### src/design/pca_delay.sv
// Fixed-depth register delay line with synchronous clear.
`timescale 1ns / 1ps

module pca_delay #(
    parameter int W     = 8,
    parameter int DEPTH = 1
) (
    input  logic         i_clk,
    input  logic         i_rst_n,
    input  logic [W-1:0] i_d,
    output logic [W-1:0] o_q
);

    logic [W-1:0] r_tap [DEPTH];

    // Shift the taps every cycle.
    always_ff @(posedge i_clk) begin
        if (!i_rst_n) begin
            for (int k = 0; k < DEPTH; k++) begin
                r_tap[k] <= '0;
            end
        end else begin
            r_tap[0] <= i_d;
            for (int k = 1; k < DEPTH; k++) begin
                r_tap[k] <= r_tap[k-1];
            end
        end
    end

    assign o_q = r_tap[DEPTH-1];

endmodule

### config.mk
export PLATFORM = sky130hd
export DESIGN_NAME = pca_delay
export DESIGN_NICKNAME = d
export VERILOG_FILES = /design/src/design/pca_delay.sv
export SDC_FILE = /design/constraint.sdc
export NUM_CORES = 1
export LEC_CHECK = 0
export BUFFER_PORTS_ARGS = -buffer_cell sky130_fd_sc_hd__buf_2
export CELL_PAD_IN_SITES_DETAIL_PLACEMENT = 1
export CELL_PAD_IN_SITES_GLOBAL_PLACEMENT = 2
export CORE_AREA = 8 8 45 47
export CTS_CLUSTER_DIAMETER = 120
export DETAILED_ROUTE_END_ITERATION = 7
export DIE_AREA = 0 0 53 55
export HOLD_SLACK_MARGIN = 0.1
export PLACE_DENSITY_LB_ADDON = 0.1
export SLEW_MARGIN = 20
export SYNTH_ARGS = -nofsm -noshare
export SYNTH_HDL_FRONTEND = slang
export SYNTH_SLANG_ARGS = --single-unit
### constraint.sdc
create_clock -name i_clk -period 0.8 [get_ports i_clk]
set_input_delay 0.12 -clock i_clk [delete_from_list [all_inputs] [get_ports i_clk]]
set_output_delay 0.12 -clock i_clk [all_outputs]
set_load 0.02 [all_outputs]
==> summary.txt <==
STA
  – Crit share post-route: between 90% and 100%
  – Setup ws final: 0.325 ps
  – Setup TNS: 0 ps
  – Max-slew violations: 0
  – Achievable frequency: roughly 1300 MHz
  – Final hold violation count: 0
  – Worst-Margin Slew: about 110 ps
  – RSZ-0062 raised after global routing: true
  – Worst slew margin: approximately 93%
  – Final count of negative-setup-slack endpoints: 0
  – Period minus WS final: about 800 ps

Place
  – IO Port Bufs: 17
  – Placed Cells: 49
  – DP Worst Slack: about 230 ps
  – Placer Congestion: about 0.57

Global route
  – Grt ovf: 0
  – First-pass GRT wire length: ~960 um
  – Met3 Use GR: ~4.3%
  – Largest net degree at the start of global routing: 9
  – Routing usage on met1: between 3 and 4%
  – Antenna violations before repair: 0
  – Grt met2 use: 8.59%
  – GR Util All Layers: between 5 and 6%
  – Vias in the first global route: ~250
  – Global route hottest layer: met2

Critical path
  – WP data required: a little under 700 ps
  – Arr. time, crit path: 680 ps
  – Slowest stage delay, CP: ~310 ps
  – CP delay by family, top: flip-flops
  – Crit Path Category: reg -> out
  – CP startpoint kind: register
  – CP Max Fanout: 1
  – Buf/Inv on CP: 1
  – Slowest CP cell: dfxtp_2
  – CP cell instances: buf_6
  – Crit end category: primary output

Synthesis
  – Synthesized flop and latch total: 8
  – Mapped cell area: around 210 um^2
  – Average cell area after synthesis: approximately 13 um^2
  – Yosys warns: 0
  – Yosys cell types: 2
  – Sequential share of the synthesized area: around 76%
  – Syn Nets: 26
  – Cells after Synth: 16

Floorplanning
  – Starting Density: 15.2%
  – Die ar.: 2920 um^2
  – Rows: 14
  – Core ar.: around 1400 um^2
  – Die Height: ~55 um
  – Die Width: between 50 and 60 um
  – IO Count: 18

Final layout
  – Most common cell after layout, fill and taps aside: buf_2
  – Most flops, register: r_tap
  – Ant. Diodes: 0
  – # fillers: between 150 and 200
  – Final std cells w/o fill: 60
  – Commonest cells after routing, fill and taps aside: buf_2 (9), and2_1 (8), dlygate4sd3_1 (8), buf_6 (8), dfxtp_2 (8)
  – Nets@finish: between 50 and 60
  – Fraction of layout cells with a size suffix above 1: approximately 64%
  – Top flop regs: r_tap: 8 flops
  – Largest register FFs: 8
  – Area growth syn-to-layout: 127%
  – Final Core Density: 34.5%

Detailed routing
  – DRC viols: 0
  – TritonRoute pass-1 iters: 2
  – Detailed-route wire length per cell: between 10 and 15 um
  – Antenna Nets Post-Route: 0
  – DRT iter0 DRCs: 2
  – Via count: 206
  – Via density: 3.43
  – DRT Wirelength: 651 um

Power and ir drop
  – Leakage power total: ~0.22 nW
  – VDD IR max: between 600 and 700 uV
  – Cell Pwr Density: 1830 nW/um^2
  – Power, Total: approximately 870 uW

Clock network
  – H-tree lvl count: 1
  – Clock sink count: 8
  – Root buffer cell: clkbuf_4
  – Clock transition at path regs: around 50 ps
  – CTS tree: done
  – CTS max path bufs: 2
  – CTS Buf Count: 3
  – Post-CTS setup buffers: 0

Hold path
  – Hold WC Path Type: in -> reg

Run
  – Max-Cap Viols: 0

Outcome
  – Status: complete, no violations
==> report_power, final <==
part	total [mW]	internal, mW	switching, mW
Sequential	0.434	0.425	0.00937
Clock	0.299	0.171	0.128
Combinational	0.140	0.0889	0.0515
==> final timing paths <==
path / startpoint / endpoint / slack (ps) / cells past startpoint
max: r_tap[0][3] / o_q[3] / 0.3 / 1
min: i_rst_n / r_tap[0][5] / 170 / 2
==> stage by stage <==
stage | hold slack, ps | instance area (um^2)
3_5_place_dp | 324 | 315
3_3_place_gp | 319 | 315
5_1_grt | 182 | 478
6_report | 166 | 478
2_1_floorplan | 242 | 210
4_1_cts | 171 | 478
==> per-layer routing <==
layer / wire length, um / part of all wire (%)
met2: 359 / 55
met3: 80 / 12
met4: 0 / 0
met1: 211 / 32
met5: 0 / 0
==> cells in the mapped netlist <==
library cell	number	area (um^2)
and2_1	8	50.1
dfxtp_1	8	160
==> cells by family (layout without fill, tap and decap cells) <==
| kind of cell | after synthesis | in the layout | share of synthesized area, % |
|---|---|---|---|
| buffers and inverters | 0 | 28 | 0 |
| DFF | 8 | 8 | 76.2 |
| and+or+nand+nor | 8 | 8 | 23.8 |
==> layout make-up <==
type                       count  area (um^2)  area share (%)
sequential                     8          170            35.6
timing repair buffer          25          215            45.0
multi-input combinational      8         50.0            10.5
tap                           16         20.0            4.19
clock buffer                   3         22.5            4.71
==> what timing repair did <==
item                       4_1_cts  5_1_grt
hold buffers                     8        0
setup endpoints to repair        8        8
resized for setup               24        0
hold endpoints to repair         8        0
(Power assumes the default switching activity.)
